===== config.mk =====
export PLATFORM = sky130hd
export DESIGN_NAME = swmd_front_flat
export DESIGN_NICKNAME = d
export VERILOG_FILES = /design/src/swmd_pkg.sv /design/src/swmd_if.sv /design/src/swmd_front.sv /design/src/flat_wrapper.sv
export SDC_FILE = /design/constraint.sdc
export NUM_CORES = 1
export LEC_CHECK = 0
export BUFFER_PORTS_ARGS = -buffer_cell sky130_fd_sc_hd__buf_2
export CORE_MARGIN = 1
export CORE_UTILIZATION = 55
export CTS_CLUSTER_DIAMETER = 30
export DETAILED_ROUTE_END_ITERATION = 10
export PLACE_DENSITY = 0.77
export SYNTH_ARGS = -nofsm -noshare
export SYNTH_HDL_FRONTEND = slang
export SYNTH_SLANG_ARGS = --single-unit

===== constraint.sdc =====
create_clock -name i_clk -period 5.3 [get_ports i_clk]
set_clock_uncertainty 0.15 [all_clocks]
set_input_delay 1.06 -clock i_clk [delete_from_list [all_inputs] [get_ports i_clk]]
set_output_delay 1.06 -clock i_clk [all_outputs]
set_load 0.01 [all_outputs]

===== src/swmd_pkg.sv =====
// Shared types, constants and helpers for the sliding-window distinct counter.
// No dependencies; every other file of the block but swmd_ram refers to it by scoped names.
package swmd_pkg;

    // Build-time sizes
    localparam int WINDOW_MAX  = 65536;
    localparam int VALUE_BITS  = 20;

    // Fixed field widths of the channels and the length register
    localparam int VAL_W = 20;
    localparam int CFG_W = 17;
    localparam int OUT_W = 17;

    // Derived sizes
    localparam int WIN_AW      = (WINDOW_MAX > 1) ? $clog2(WINDOW_MAX) : 1;
    localparam int LEN_W       = $clog2(WINDOW_MAX + 1);
    localparam int CNT_W       = LEN_W;
    localparam int TABLE_DEPTH = 1 << VALUE_BITS;

    // Request queue between front and back
    localparam int QDEPTH = 4;
    localparam int QAW    = $clog2(QDEPTH);

    // One queued request
    typedef struct packed {
        logic [VALUE_BITS-1:0] value;
        logic                  last;
    } t_item;

    // Head of the request queue as seen by the back end
    typedef struct packed {
        logic  valid;
        t_item item;
    } t_q2b;

    // Length register value to the window length in use: zero acts as one,
    // anything above the store size is clamped to it.
    function automatic logic [LEN_W-1:0] eff_len(input logic [CFG_W-1:0] cfg);
        logic [31:0] w;
        w = 32'(cfg);
        if (w == 32'd0) w = 32'd1;
        if (w > 32'(WINDOW_MAX)) w = 32'(WINDOW_MAX);
        return LEN_W'(w);
    endfunction

endpackage


===== src/swmd_if.sv =====
// Valid/ready channel interfaces for input requests and results.
// Depends on swmd_pkg for the payload widths.
interface swmd_in_if;
    logic                       valid;
    logic                       ready;
    logic [swmd_pkg::VAL_W-1:0] value;
    logic                       end_of_sequence;

    modport source (output valid, value, end_of_sequence, input ready);
    modport sink   (input valid, value, end_of_sequence, output ready);
endinterface



===== src/swmd_front.sv =====
// Front end: accepts input requests, trims the value to the table index and
// queues them for the back end. Depends on swmd_pkg and swmd_if.
module swmd_front (
    input  logic                 i_clk,
    input  logic                 i_rst_n,
    swmd_in_if.sink              i_in,
    input  logic                 i_clr_busy,
    output swmd_pkg::t_q2b       o_q,
    input  logic                 i_pop
);

    swmd_pkg::t_item          r_q_mem [swmd_pkg::QDEPTH];
    logic [swmd_pkg::QAW-1:0] r_wr_ptr;
    logic [swmd_pkg::QAW-1:0] r_rd_ptr;
    logic [swmd_pkg::QAW:0]   r_count;
    logic                     push;
    swmd_pkg::t_item          in_item;

    // Hold off requests while the table clear runs or the queue is full
    assign i_in.ready = (r_count != (swmd_pkg::QAW + 1)'(swmd_pkg::QDEPTH)) && !i_clr_busy;
    assign push       = i_in.valid && i_in.ready;

    // Classify: table index and end-of-sequence marker
    assign in_item.value = swmd_pkg::VALUE_BITS'(i_in.value);
    assign in_item.last  = i_in.end_of_sequence;

    // Queue storage
    always_ff @(posedge i_clk) begin
        if (push) begin
            r_q_mem[r_wr_ptr] <= in_item;
        end
    end

    // Queue pointers
    always_ff @(posedge i_clk) begin
        if (!i_rst_n) begin
            r_wr_ptr <= '0;
            r_rd_ptr <= '0;
            r_count  <= '0;
        end else begin
            if (push) r_wr_ptr <= r_wr_ptr + swmd_pkg::QAW'(1);
            if (i_pop) r_rd_ptr <= r_rd_ptr + swmd_pkg::QAW'(1);
            case ({push, i_pop})
                2'b10:   r_count <= r_count + (swmd_pkg::QAW + 1)'(1);
                2'b01:   r_count <= r_count - (swmd_pkg::QAW + 1)'(1);
                default: r_count <= r_count;
            endcase
        end
    end

    assign o_q.valid = (r_count != '0);
    assign o_q.item  = r_q_mem[r_rd_ptr];

endmodule


===== src/flat_wrapper.sv =====
// flat-port wrapper written by rule: the top's interface ports become plain ports
module swmd_front_flat 
  (i_clk, i_rst_n, i_clr_busy, o_q, i_pop, i_in_valid, i_in_value, i_in_end_of_sequence, i_in_ready);
  swmd_in_if i_in_i ();
  input  logic i_clk;
  input  logic i_rst_n;
  input  logic i_clr_busy;
  output swmd_pkg::t_q2b o_q;
  input  logic i_pop;
  input wire logic [$bits(i_in_i.valid)-1:0] i_in_valid;
  input wire logic [$bits(i_in_i.value)-1:0] i_in_value;
  input wire logic [$bits(i_in_i.end_of_sequence)-1:0] i_in_end_of_sequence;
  output wire logic [$bits(i_in_i.ready)-1:0] i_in_ready;
  assign i_in_i.valid = i_in_valid;
  assign i_in_i.value = i_in_value;
  assign i_in_i.end_of_sequence = i_in_end_of_sequence;
  assign i_in_ready = i_in_i.ready;
  swmd_front u_core (.i_clk(i_clk), .i_rst_n(i_rst_n), .i_in(i_in_i), .i_clr_busy(i_clr_busy), .o_q(o_q), .i_pop(i_pop));
endmodule

* Word-level counts from Yosys, hierarchy flattened *
Memory sizes are Yosys's and may differ from the RTL's. A register that Yosys moved wholly into a read port is not among the register bits.
Index checks and enable logic that the tools add are counted.
Widths: inputs -> output; s select.

word-level totals
  register bits = 7
  RAM bits = 84
  word-level logic and storage cells = 21
  memories = 1

cells by class
  add/subtract/negate cells = 4
  eq/ne operators = 3
  muxes and demuxes = 5
  reductions and logical operators = 5

memory list
  memory          words  bits a word  rd ports  clocked after Yosys merged registers in  write ports  RTL line          source
  u_core.r_q_mem  4      21           1         1                                        1            swmd_front.sv:12  swmd_pkg::t_item r_q_mem [swmd_pkg::QDEPTH];

operators by type and width
  cell                 number
  $pmux 3 s2           1
  $add 2x1->2 const B  2
  $mux 2               2
  $add 3x1->3 const B  1
  $ne 3x3->1 const B   1
  $reduce_bool 3->1    1
  $sub 3x1->3 const B  1
  $eq 2x1->1 const B   1
  $eq 2x2->1 const B   1
  $logic_and 1x1->1    2
  $mux 1               2
  $reduce_bool 2->1    1
  $logic_not 1->1      1

* Longest topological paths before layout *
Gate-level depths: netlist of run 1.

  word-level depth = 5
  gate-level depth with buffers = 9
  gate-level depth less buffers = 9

* Worst setup path before layout of run 1 *
No wires, ideal clock.

  path type = input to register
  start point = in i_clr_busy
  end point = reg u_core.r_count[2] (netlist name)
  arrival time = 2.427 ns
  setup slack = 2.648 ns
  cell stages on the path = 9
  buffers on the path = 0
  path through = nand2b_1 > a21oi_2 > inv_1 > ha_1 > inv_1 > fa_1 > xor2_1 > or3_1 > a21boi_0

between the ends
  longest elaborated chain between the ends = 5
  elaborated cells on any way between the ends = 7
  those cells by class = eq/ne: 2; mux: 1; reduce/logical: 4

ends and longest elaborated chain
  item                                             RTL line           source
  from (decl)                                      flat_wrapper.sv:7  input logic i_clr_busy;
  $logic_not 1->1 *                                swmd_front.sv:20   assign i_in.ready = (r_count != (swmd_pkg::QAW + 1)'(swmd_pkg::QDEPTH)) && !i_clr_busy;
  $logic_and 1x1->1 *                              swmd_front.sv:20
  $logic_and 1x1->1 *                              swmd_front.sv:21   assign push = i_in.valid && i_in.ready;
  $eq 2x1->1 or $eq 2x2->1 (tied branches)         swmd_front.sv:43   case ({push, i_pop})
  $pmux 3 s2 or $reduce_bool 2->1 (tied branches)  --
  to (signal assigned)                             swmd_front.sv:44   2'b10: r_count <= r_count + (swmd_pkg::QAW + 1)'(1);
  to (signal assigned)                             swmd_front.sv:45   2'b01: r_count <= r_count - (swmd_pkg::QAW + 1)'(1);
  to (signal assigned)                             swmd_front.sv:46   default: r_count <= r_count;
  to (decl)                                        swmd_front.sv:15   logic [swmd_pkg::QAW:0] r_count;

Mark *: on every way between the ends. The rest lies on a longest branch, timed or not.
A chain may end at the register's enable or synchronous reset.

==> results of run 1 <==
## synth_stat cells
master and n:
mux4_1 1, edfxtp_1 84, a21oi_1 1, o21ai_0 2
a21oi_2 1, xor2_1 2, or3_1 2, nand2_1 6
buf_2 2, xnor2_1 2, nand2b_1 1, inv_1 6
dfxtp_1 9, fa_1 1, nor2_1 1, ha_1 5
a21boi_0 1, mux4_2 20, mux2i_1 2, buf_6 2
clkbuf_1 1, and2_1 9
## flip-flops by register name (all words and copies together) (netlist names), named ones only
name	count
u_core.r_count	3
u_core.r_wr_ptr	2
u_core.r_q_mem	84
u_core.r_rd_ptr	2
## logic make-up after synthesis
group | after synthesis
flip-flops | 93
multiplexers | 23
AND/OR/NAND/NOR | 19
buffers and inverters | 11
adder cells (fa/ha/maj) | 6
AO/OA/AOI/OAI | 5
XOR/XNOR | 4
## critical path, stage by stage, from the launching register on
cell and delay (ns):
dfxtp_1 0.61, buf_4 0.39, mux4_1 0.59, buf_2 0.16
## metal layers
metal	vias up	routed length [µm]	track usage [%]
li1	746	-	-
met1	834	2078	20.13
met2	48	2996	31.98
met3	7	223	4.444
met4	0	78	10.88
met5	-	0	0
## through the flow
stage / util (%) / hold WS [ns] / instances / worst slack, ns / power (mW)
CTS: 66.96 / 0.3696 / 296 / 1.910 / 1.509
finish: 66.96 / 0.3673 / 296 / 1.992 / 1.496
global placement: 63.29 / 0.3286 / 280 / 2.331 / 1.000
detailed placement: 63.29 / 0.3581 / 280 / 2.261 / 1.011
global route: 66.96 / 0.3987 / 296 / 1.858 / 1.553
floorplan: - / 0.3177 / 161 / 2.648 / 0.9522
## where the power goes
group / total [mW] / leakage (nW) / internal, mW / switching (mW)
logic: 0.145 / 0.441 / 0.0730 / 0.0721
clock network: 0.506 / 0.106 / 0.268 / 0.238
registers: 0.845 / 0.837 / 0.826 / 0.0192
total: 1.50 / 1.38 / 1.17 / 0.329
## worst max path at each step
| stage | start | endpoint | slack [ns] | cells after the start |
|---|---|---|---|---|
| after global routing | register | o_q[14] | 1.86 | 3 |
| after detailed placement | i_clr_busy | u_core.r_q_mem[1][13] | 2.26 | 4 |
| after floorplan | i_clr_busy | u_core.r_count[2] | 2.65 | 9 |
| after global placement | i_clr_busy | u_core.r_q_mem[1][13] | 2.33 | 4 |
| after CTS | register | o_q[14] | 1.91 | 3 |
| final | register | o_q[14] | 1.99 | 3 |
## cell type report
class,instances,area [µm²],share of cell area (%)
repair buffers,49,247.7,6.140
multi-input cells,57,747.0,18.51
well taps,75,93.84,2.326
clock inverters,7,97.59,2.419
flip-flops and latches,93,2703,66.98
inverters,6,22.52,0.5581
clock buffers,9,123.9,3.070
==> impl_metrics.py, run 1 <==
metrics = {
    "timing": {
        "rsz0062_at_grt": "no",
        "fin_crit_sh_pct": 62.42,
        "slew_viol_final": 0,
        "fmax_mhz": 302.3,
        "tightest_slew_ns": 1.064,
        "fin_setup_tns_ns": 0,
        "fin_crit_ns": 3.308,
        "hold_viol": 0,
        "finalSetupViolCount": 0,
        "slew_headroom_pct": 29.04,
    },
    "yosys": {
        "seq_area_frac_synth_pct": 77.03,
        "synth.distinct_cells": 22,
        "ys_seq_elements": 93,
        "synth_top_family_by_area": "multiplexers",
        "yosys.area.top_type": "edfxtp_1",
        "yosysWarnings": 0,
        "netlist_area_um2": 3508,
        "synth_xor_area_share_pct": 0.9986,
        "synth_mux_area_share_pct": 14.16,
        "synth.top_cell.area_share_pct": 71.90,
        "synth_simple_gate_area_share_pct": 2.889,
        "yosys-top-cells-area": "edfxtp_1 (72%), mux4_2 (13%), dfxtp_1 (5.1%), ha_1 (1.8%), and2_1 (1.6%)",
        "syn_inst": 161,
        "yosys.area_share.adder_pct": 2.354,
        "syn_nets": 193,
        "synth_compound_area_share_pct": 0.8916,
        "syn_avg_cell_area_um2": 21.79,
    },
    "critical_path": {
        "critPathArrivalTime_ns": 2.10,
        "rr_startpoint": "u_core.r_count[0]",
        "path_class": "register to primary output",
        "ff2ff_setup_slack_ns": 3.05,
        "startpoint_type": "register",
        "r2r-end": "u_core.r_count[2]",
        "reg2regPathDepth": 9,
        "cp_max_fo": 15,
        "cp-end-kind": "primary output",
        "worstPathRequired_ns": 4.09,
    },
    "finish": {
        "drive_gt1_share_pct": 38.91,
        "mostFrequentLayoutCell": "edfxtp_1",
        "antenna_cells": 0,
        "stdcell_area_um2": 4035,
        "syn_to_final_growth_pct": 15.01,
        "nets": 248,
        "layout_common_cells": "edfxtp_1 (84), buf_2 (48), mux4_2 (20)",
        "num-fill-cells": 400,
    },
    "drt": {
        "drc": 0,
        "viasPerCell": 5.524,
        "drtIter0Drc": 75,
        "wl_per_cell_um": 18.16,
        "antenna_left": 0,
        "drt_wl_total_um": 5375,
        "vias": 1635,
        "first_pass_iters": 4,
    },
    "global_route": {
        "grtUsageTotal_pct": 18.30,
        "grt_pass1_wl_um": 8452,
        "grt_max_degree": 22,
        "grt-ovfl-total": 0,
        "grt_pass1_vias": 1800,
        "grt_antenna_before_repair": 0,
    },
    "clock_tree": {
        "cts_tree": "built",
        "cts_num_sinks": 93,
        "numCtsBuffers": 9,
        "cts_resized": 0,
        "cts_root_buf": "clkbuf_8",
        "cts_hold_buf": 0,
        "clock_path_buffers": 2,
        "clk_latency_ns": 0.34,
        "cts-htree-levels": 3,
        "clkTransAtPathRegs_ns": 0.08,
        "cts_setup_buffers": 0,
    },
    "power_and_ir_drop": {
        "p_leak_nw": 1.384,
        "ir_worst_vdd_mv": 0.2336,
        "p_per_area_nw_per_um2": 370.8,
    },
    "die": {
        "die_h_um": 81.87,
        "coreArea_um2": 6026,
        "row_count": 28,
        "start_util_pct": 58.22,
        "io_pins": 49,
        "dieWidth_um": 81.87,
        "dieArea_um2": 6702,
    },
    "status": {
        "status": "finished clean",
    },
    "place": {
        "hpwl_um": 3516,
        "placed_cell_area_um2": 3814,
        "gp_congestion": 0.6792,
        "io_buffer_count": 48,
    },
    "worst_hold_path": {
        "min_to": "u_core.r_wr_ptr[1]",
        "min-delay-start": "u_core.r_wr_ptr[1]",
        "hold_path_depth": 2,
        "hp-class": "register to register",
    },
    "job": {
        "maxCapViolations": 0,
    },
}
No activity file was read; power rests on OpenSTA's default activity.
==> run 2, diff against run 1 <==
==> constraint.sdc (replaced) <==
create_clock -name i_clk -period 3.1 [get_ports i_clk]
set_clock_uncertainty 0.15 [all_clocks]
set_input_delay 0.62 -clock i_clk [delete_from_list [all_inputs] [get_ports i_clk]]
set_output_delay 0.62 -clock i_clk [all_outputs]
set_load 0.01 [all_outputs]
==> run 2 against run 1 <==
Net effect: first-iteration DRC count is 13% higher; final cell count is 1.7% higher; clock-buffer cell count is 2 higher; total power is 69% higher; critical path type unchanged.
==> impl_metrics.py, run 2 (synthesis gave the netlist of run 1 again) <==
metrics = {
    "status": {
        "status": "finished clean",
    },
    "finish": {
        "mostFrequentLayoutCell": "edfxtp_1",
        "syn_to_final_growth_pct": 16.01,
        "regMostFlops": "u_core.r_q_mem",
        "multi_input_area_um2": 747.0,
        "nets": 253,
        "regArea_um2": 2703,
        "largest_reg_flops": 84,
        "layout_common_cells": "edfxtp_1 (84), buf_2 (48), mux4_2 (20)",
        "biggestRegsByFlops": "u_core.r_q_mem x84, u_core.r_count x3",
        "num-fill-cells": 407,
        "antenna_cells": 0,
        "drive_gt1_share_pct": 39.38,
    },
    "power_and_ir_drop": {
        "ir_worst_vdd_mv": 0.4314,
        "power.share.clock_pct": 32.7,
        "p_per_area_nw_per_um2": 621.9,
        "p_comb_share_pct": 10.6,
        "p_leak_nw": 1.415,
        "power.switching_mw": 0.5363,
        "internal_power_mw": 1.995,
        "netSwitchingFraction_pct": 21.19,
        "p_seq_share_pct": 56.7,
    },
    "critical_path": {
        "cp-end-kind": "primary output",
        "slowest_stage": "mux4_1",
        "cpPeakStageDelay_ns": 0.55,
        "path_cells": "buf_12 > mux4_1 > buf_2",
        "cp_max_fo": 18,
        "startpoint_type": "register",
        "critPathArrivalTime_ns": 1.79,
        "worstPathRequired_ns": 2.33,
        "path_class": "register to primary output",
    },
    "timing": {
        "tightest_slew_ns": 0.4670,
        "fmax_mhz": 389.9,
        "fin_crit_sh_pct": 82.73,
        "rsz0062_at_grt": "no",
        "slew_viol_final": 0,
        "slew_headroom_pct": 68.87,
        "fin_setup_tns_ns": 0,
        "finalSetupViolCount": 0,
        "fin_crit_ns": 2.565,
        "whs_ns": 0.3431,
        "hold_viol": 0,
    },
    "place": {
        "hpwl_um": 3791,
        "gp_congestion": 0.6874,
        "io_buffer_count": 48,
    },
    "die": {
        "start_util_pct": 58.22,
        "coreArea_um2": 6026,
        "io_pins": 49,
        "dieWidth_um": 81.87,
        "dieArea_um2": 6702,
        "row_count": 28,
        "die_h_um": 81.87,
    },
    "clock_tree": {
        "cts_hold_buf": 0,
        "cts_num_sinks": 93,
        "cts-htree-levels": 3,
        "cts_root_buf": "clkbuf_8",
        "clkTransAtPathRegs_ns": 0.08,
        "cts_resized": 0,
        "cts_setup_buffers": 0,
        "cts_tree": "built",
        "clk_latency_ns": 0.34,
        "numCtsBuffers": 9,
        "clock_path_buffers": 2,
    },
    "drt": {
        "first_pass_iters": 5,
        "drc": 0,
        "vias": 1697,
        "wl_per_cell_um": 18.77,
        "drt_wl_total_um": 5651,
        "drtIter0Drc": 85,
        "viasPerCell": 5.638,
        "antenna_left": 0,
    },
    "job": {
        "maxCapViolations": 0,
    },
    "global_route": {
        "grt_antenna_before_repair": 0,
        "grt_pass1_vias": 1837,
        "grtUsageTotal_pct": 18.90,
        "grt_max_degree": 22,
        "grt-ovfl-total": 0,
        "grt_pass1_wl_um": 8680,
    },
    "worst_hold_path": {
        "hp-class": "input port to register",
    },
}
-- run 2: final timing paths --
kind	start	end	slack (ns)	cells after the start
worst max register to register	u_core.r_count[0]	u_core.r_count[2]	0.90	9
worst max-delay path	register	o_q[14]	0.54	3
worst min register to register	u_core.r_wr_ptr[0]	u_core.r_wr_ptr[0]	0.37	2
worst min-delay path	i_in_value[17]	u_core.r_q_mem[3][18]	0.34	1
-- run 2: cell type report --
type | count | area share [%]
clock inverter | 5 | 1.844
sequential | 93 | 66.40
clock buffer | 11 | 3.228
multi-input combinational | 57 | 18.35
inverter | 6 | 0.5533
tap | 75 | 2.306
timing repair buffer | 54 | 7.316
-- run 2: worst max-delay path, delay by kind of cell (launching register included) --
| family | cells | cell delay [ns] |
|---|---|---|
| DFF | 1 | 0.50 |
| buffers and inverters | 2 | 0.40 |
| muxes | 1 | 0.55 |
-- run 2: power groups by stage --
stage / Sequential, mW / Clock, mW / Combinational, mW
2_1_floorplan: 1.46 / 0 / 0.173
3_5_place_dp: 1.46 / 0 / 0.273
5_1_grt: 1.44 / 0.889 / 0.297
4_1_cts: 1.44 / 0.848 / 0.273
6_report: 1.43 / 0.828 / 0.268
3_3_place_gp: 1.46 / 0 / 0.258
-- run 2: through the flow --
stage	worst slack [ns]	cells	power [mW]	util, %	cell area (µm²)
after global placement	0.7552	285	1.718	64.12	3864
after floorplan	0.8877	161	1.628	-	3508
after CTS	0.4851	301	2.556	67.55	4070
after global routing	0.4106	301	2.626	67.55	4070
final	0.5353	301	2.531	67.55	4070
after detailed placement	0.6291	285	1.736	64.12	3864
-- run 2: metal layers --
layer	routed length, µm	part of all wire, %	global-route usage, %
met1	2242	40	20.48
met2	3134	55	34.13
met3	166	2.9	3.556
met4	108	1.9	11.23
met5	0	0	0
==> run 3, diff against run 2 <==
--- a/config.mk
+++ b/config.mk
@@ -7,10 +7,10 @@
 export LEC_CHECK = 0
 export BUFFER_PORTS_ARGS = -buffer_cell sky130_fd_sc_hd__buf_2
 export CORE_MARGIN = 1
-export CORE_UTILIZATION = 55
+export CORE_UTILIZATION = 51
 export CTS_CLUSTER_DIAMETER = 30
 export DETAILED_ROUTE_END_ITERATION = 10
-export PLACE_DENSITY = 0.77
+export PLACE_DENSITY = 0.75
 export SYNTH_ARGS = -nofsm -noshare
 export SYNTH_HDL_FRONTEND = slang
 export SYNTH_SLANG_ARGS = --single-unit
==> constraint.sdc (replaced) <==
create_clock -name i_clk -period 2.15 [get_ports i_clk]
set_clock_uncertainty 0.15 [all_clocks]
set_input_delay 0.43 -clock i_clk [delete_from_list [all_inputs] [get_ports i_clk]]
set_output_delay 0.43 -clock i_clk [all_outputs]
set_load 0.01 [all_outputs]
==> run 3 against run 2 <==
Net effect: the flow now finishes with violations (DRC, setup timing); clock power up 36%; die area grew 7.7%; utilization is 2.2 points lower; wire length down 6.6%; final cell count rose by 3.0%; critical path depth is the same; register-to-register slack worse by 0.76 ns; flip-flop and latch count unchanged; total power up 44%; clock-buffer cell count is 3 higher; first-iteration DRC count shrank 47%; sequential share of layout area is 2.6 points lower; largest power group unchanged.
==> impl_metrics.py, run 3 (synthesis gave the netlist of run 1 again) <==
metrics = {
    "status": {
        "status": "finished with violations",
        "violations": "DRC, setup timing",
    },
    "place": {
        "dp_slack_ns": -0.01788,
        "io_buffer_count": 48,
        "dp.cells": 293,
        "hpwl_um": 3499,
        "gp_congestion": 0.7003,
        "placed_cell_area_um2": 3924,
    },
    "finish": {
        "multi_input_area_um2": 745.7,
        "instances_no_fill": 310,
        "biggestRegsByFlops": "u_core.r_q_mem x84, u_core.r_count x3",
        "num-fill-cells": 426,
        "stdcell_area_um2": 4242,
        "largest_reg_flops": 84,
        "syn_to_final_growth_pct": 20.90,
        "antenna_cells": 0,
        "nets": 260,
        "mostFrequentLayoutCell": "edfxtp_1",
        "regArea_um2": 2708,
        "layout_common_cells": "edfxtp_1 (84), buf_2 (35), mux4_2 (21)",
        "regMostFlops": "u_core.r_q_mem",
        "drive_gt1_share_pct": 42.92,
    },
    "die": {
        "coreArea_um2": 6495,
        "die_h_um": 84.94,
        "dieArea_um2": 7215,
        "row_count": 29,
        "dieWidth_um": 84.94,
        "io_pins": 49,
        "start_util_pct": 54.02,
    },
    "power_and_ir_drop": {
        "internal_power_mw": 2.878,
        "ir_worst_vdd_mv": 0.4595,
        "power.share.clock_pct": 31.0,
        "p_seq_share_pct": 56.6,
        "p_leak_nw": 1.484,
        "p_per_area_nw_per_um2": 861.9,
        "power.switching_mw": 0.7775,
        "netSwitchingFraction_pct": 21.27,
        "p_comb_share_pct": 12.4,
    },
    "drt": {
        "viasPerCell": 5.300,
        "drtIter0Drc": 45,
        "first_pass_iters": 9,
        "drt_wl_total_um": 5279,
        "wl_per_cell_um": 17.03,
        "antenna_left": 0,
        "vias": 1643,
        "drc": 2,
    },
    "timing": {
        "slew_viol_final": 0,
        "fin_crit_ns": 2.154,
        "finalSetupViolCount": 2,
        "fmax_mhz": 464.3,
        "tightest_slew_ns": 0.3003,
        "setup_ws_ns": -0.003555,
        "rsz0062_at_grt": "yes",
        "slew_headroom_pct": 79.98,
        "hold_viol": 0,
        "fin_crit_sh_pct": 100.2,
        "whs_ns": 0.1451,
    },
    "job": {
        "maxCapViolations": 0,
    },
    "critical_path": {
        "cp_max_fo": 10,
        "crit_path_end": "o_q[11]",
        "startpoint_type": "register",
        "r2r-end": "u_core.r_count[2]",
        "reg2regPathDepth": 9,
        "cp-end-kind": "primary output",
        "path_class": "register to primary output",
        "critPathArrivalTime_ns": 1.57,
        "worstPathRequired_ns": 1.57,
        "ff2ff_setup_slack_ns": 0.14,
        "rr_startpoint": "u_core.r_count[1]",
    },
    "global_route": {
        "grt-ovfl-total": 0,
        "grt_pass1_wl_um": 8314,
        "grtUsageTotal_pct": 15.98,
        "grt_pass1_vias": 1665,
        "grt_antenna_before_repair": 0,
        "grt_max_degree": 22,
    },
    "clock_tree": {
        "cts-htree-levels": 3,
        "cts_root_buf": "clkbuf_8",
        "clk_latency_ns": 0.35,
        "cts_num_sinks": 93,
        "cts_tree": "built",
        "clkTransAtPathRegs_ns": 0.09,
        "numCtsBuffers": 9,
        "clock_path_buffers": 2,
    },
    "worst_hold_path": {
        "hp-class": "input port to register",
    },
}
## run 3: final cells by class
class                      count  area share [%]
clock buffer                  14           4.602
inverter                       6          0.5310
tap                           77           2.271
sequential                    93           63.83
multi-input combinational     57           17.58
clock inverter                 2          0.2950
timing repair buffer          61           10.88
## run 3: metal layers
metal	up-vias	global-route usage [%]	wire length (µm)
li1	775	-	-
met2	36	26.91	2714
met3	9	4.767	189
met4	0	6.009	80
met1	823	19.70	2294
met5	-	0	0
## run 3: repair_timing
| action | CTS | global route |
|---|---|---|
| setup endpoints to repair | 21 | 22 |
| gates resized for setup | 4 | 15 |
| setup buffers | 0 | 0 |
| pin swaps | 0 | 1 |
| hold buffers | 0 | 0 |
| gates cloned | 0 | 1 |
## run 3: worst max-delay path: stages (launching register included)
cell,delay [ns]
dfxtp_4,0.40
buf_12,0.16
mux4_2,0.52
buf_6,0.14
## run 3: worst min path at each step
stage               cells after the start          startpoint                     to  slack (ns)
detailed placement                      2  u_core.r_wr_ptr[0]     u_core.r_wr_ptr[0]        0.34
global route                            1      i_in_value[19]  u_core.r_q_mem[2][20]        0.12
floorplan                               2  u_core.r_wr_ptr[1]     u_core.r_wr_ptr[1]        0.32
global placement                        2  u_core.r_wr_ptr[0]     u_core.r_wr_ptr[0]        0.33
finish                                  1      i_in_value[19]  u_core.r_q_mem[3][20]        0.15
CTS                                     1      i_in_value[19]  u_core.r_q_mem[2][20]        0.13
## run 3: power groups by stage
stage,clock [mW],combinational [mW],sequential (mW)
2_1_floorplan,0,0.249,2.10
3_3_place_gp,0,0.400,2.10
3_5_place_dp,0,0.404,2.11
4_1_cts,1.16,0.413,2.07
5_1_grt,1.23,0.489,2.08
6_report,1.13,0.454,2.07
## run 3: through the flow
stage	power (mW)	TNS [ns]	utilization, %
6_report	3.656	-0.004600	65.31
5_1_grt	3.794	-0.9184	65.31
4_1_cts	3.641	-0.06670	63.86
3_5_place_dp	2.510	-0.01788	60.41
3_3_place_gp	2.502	0	60.41
2_1_floorplan	2.347	0	-
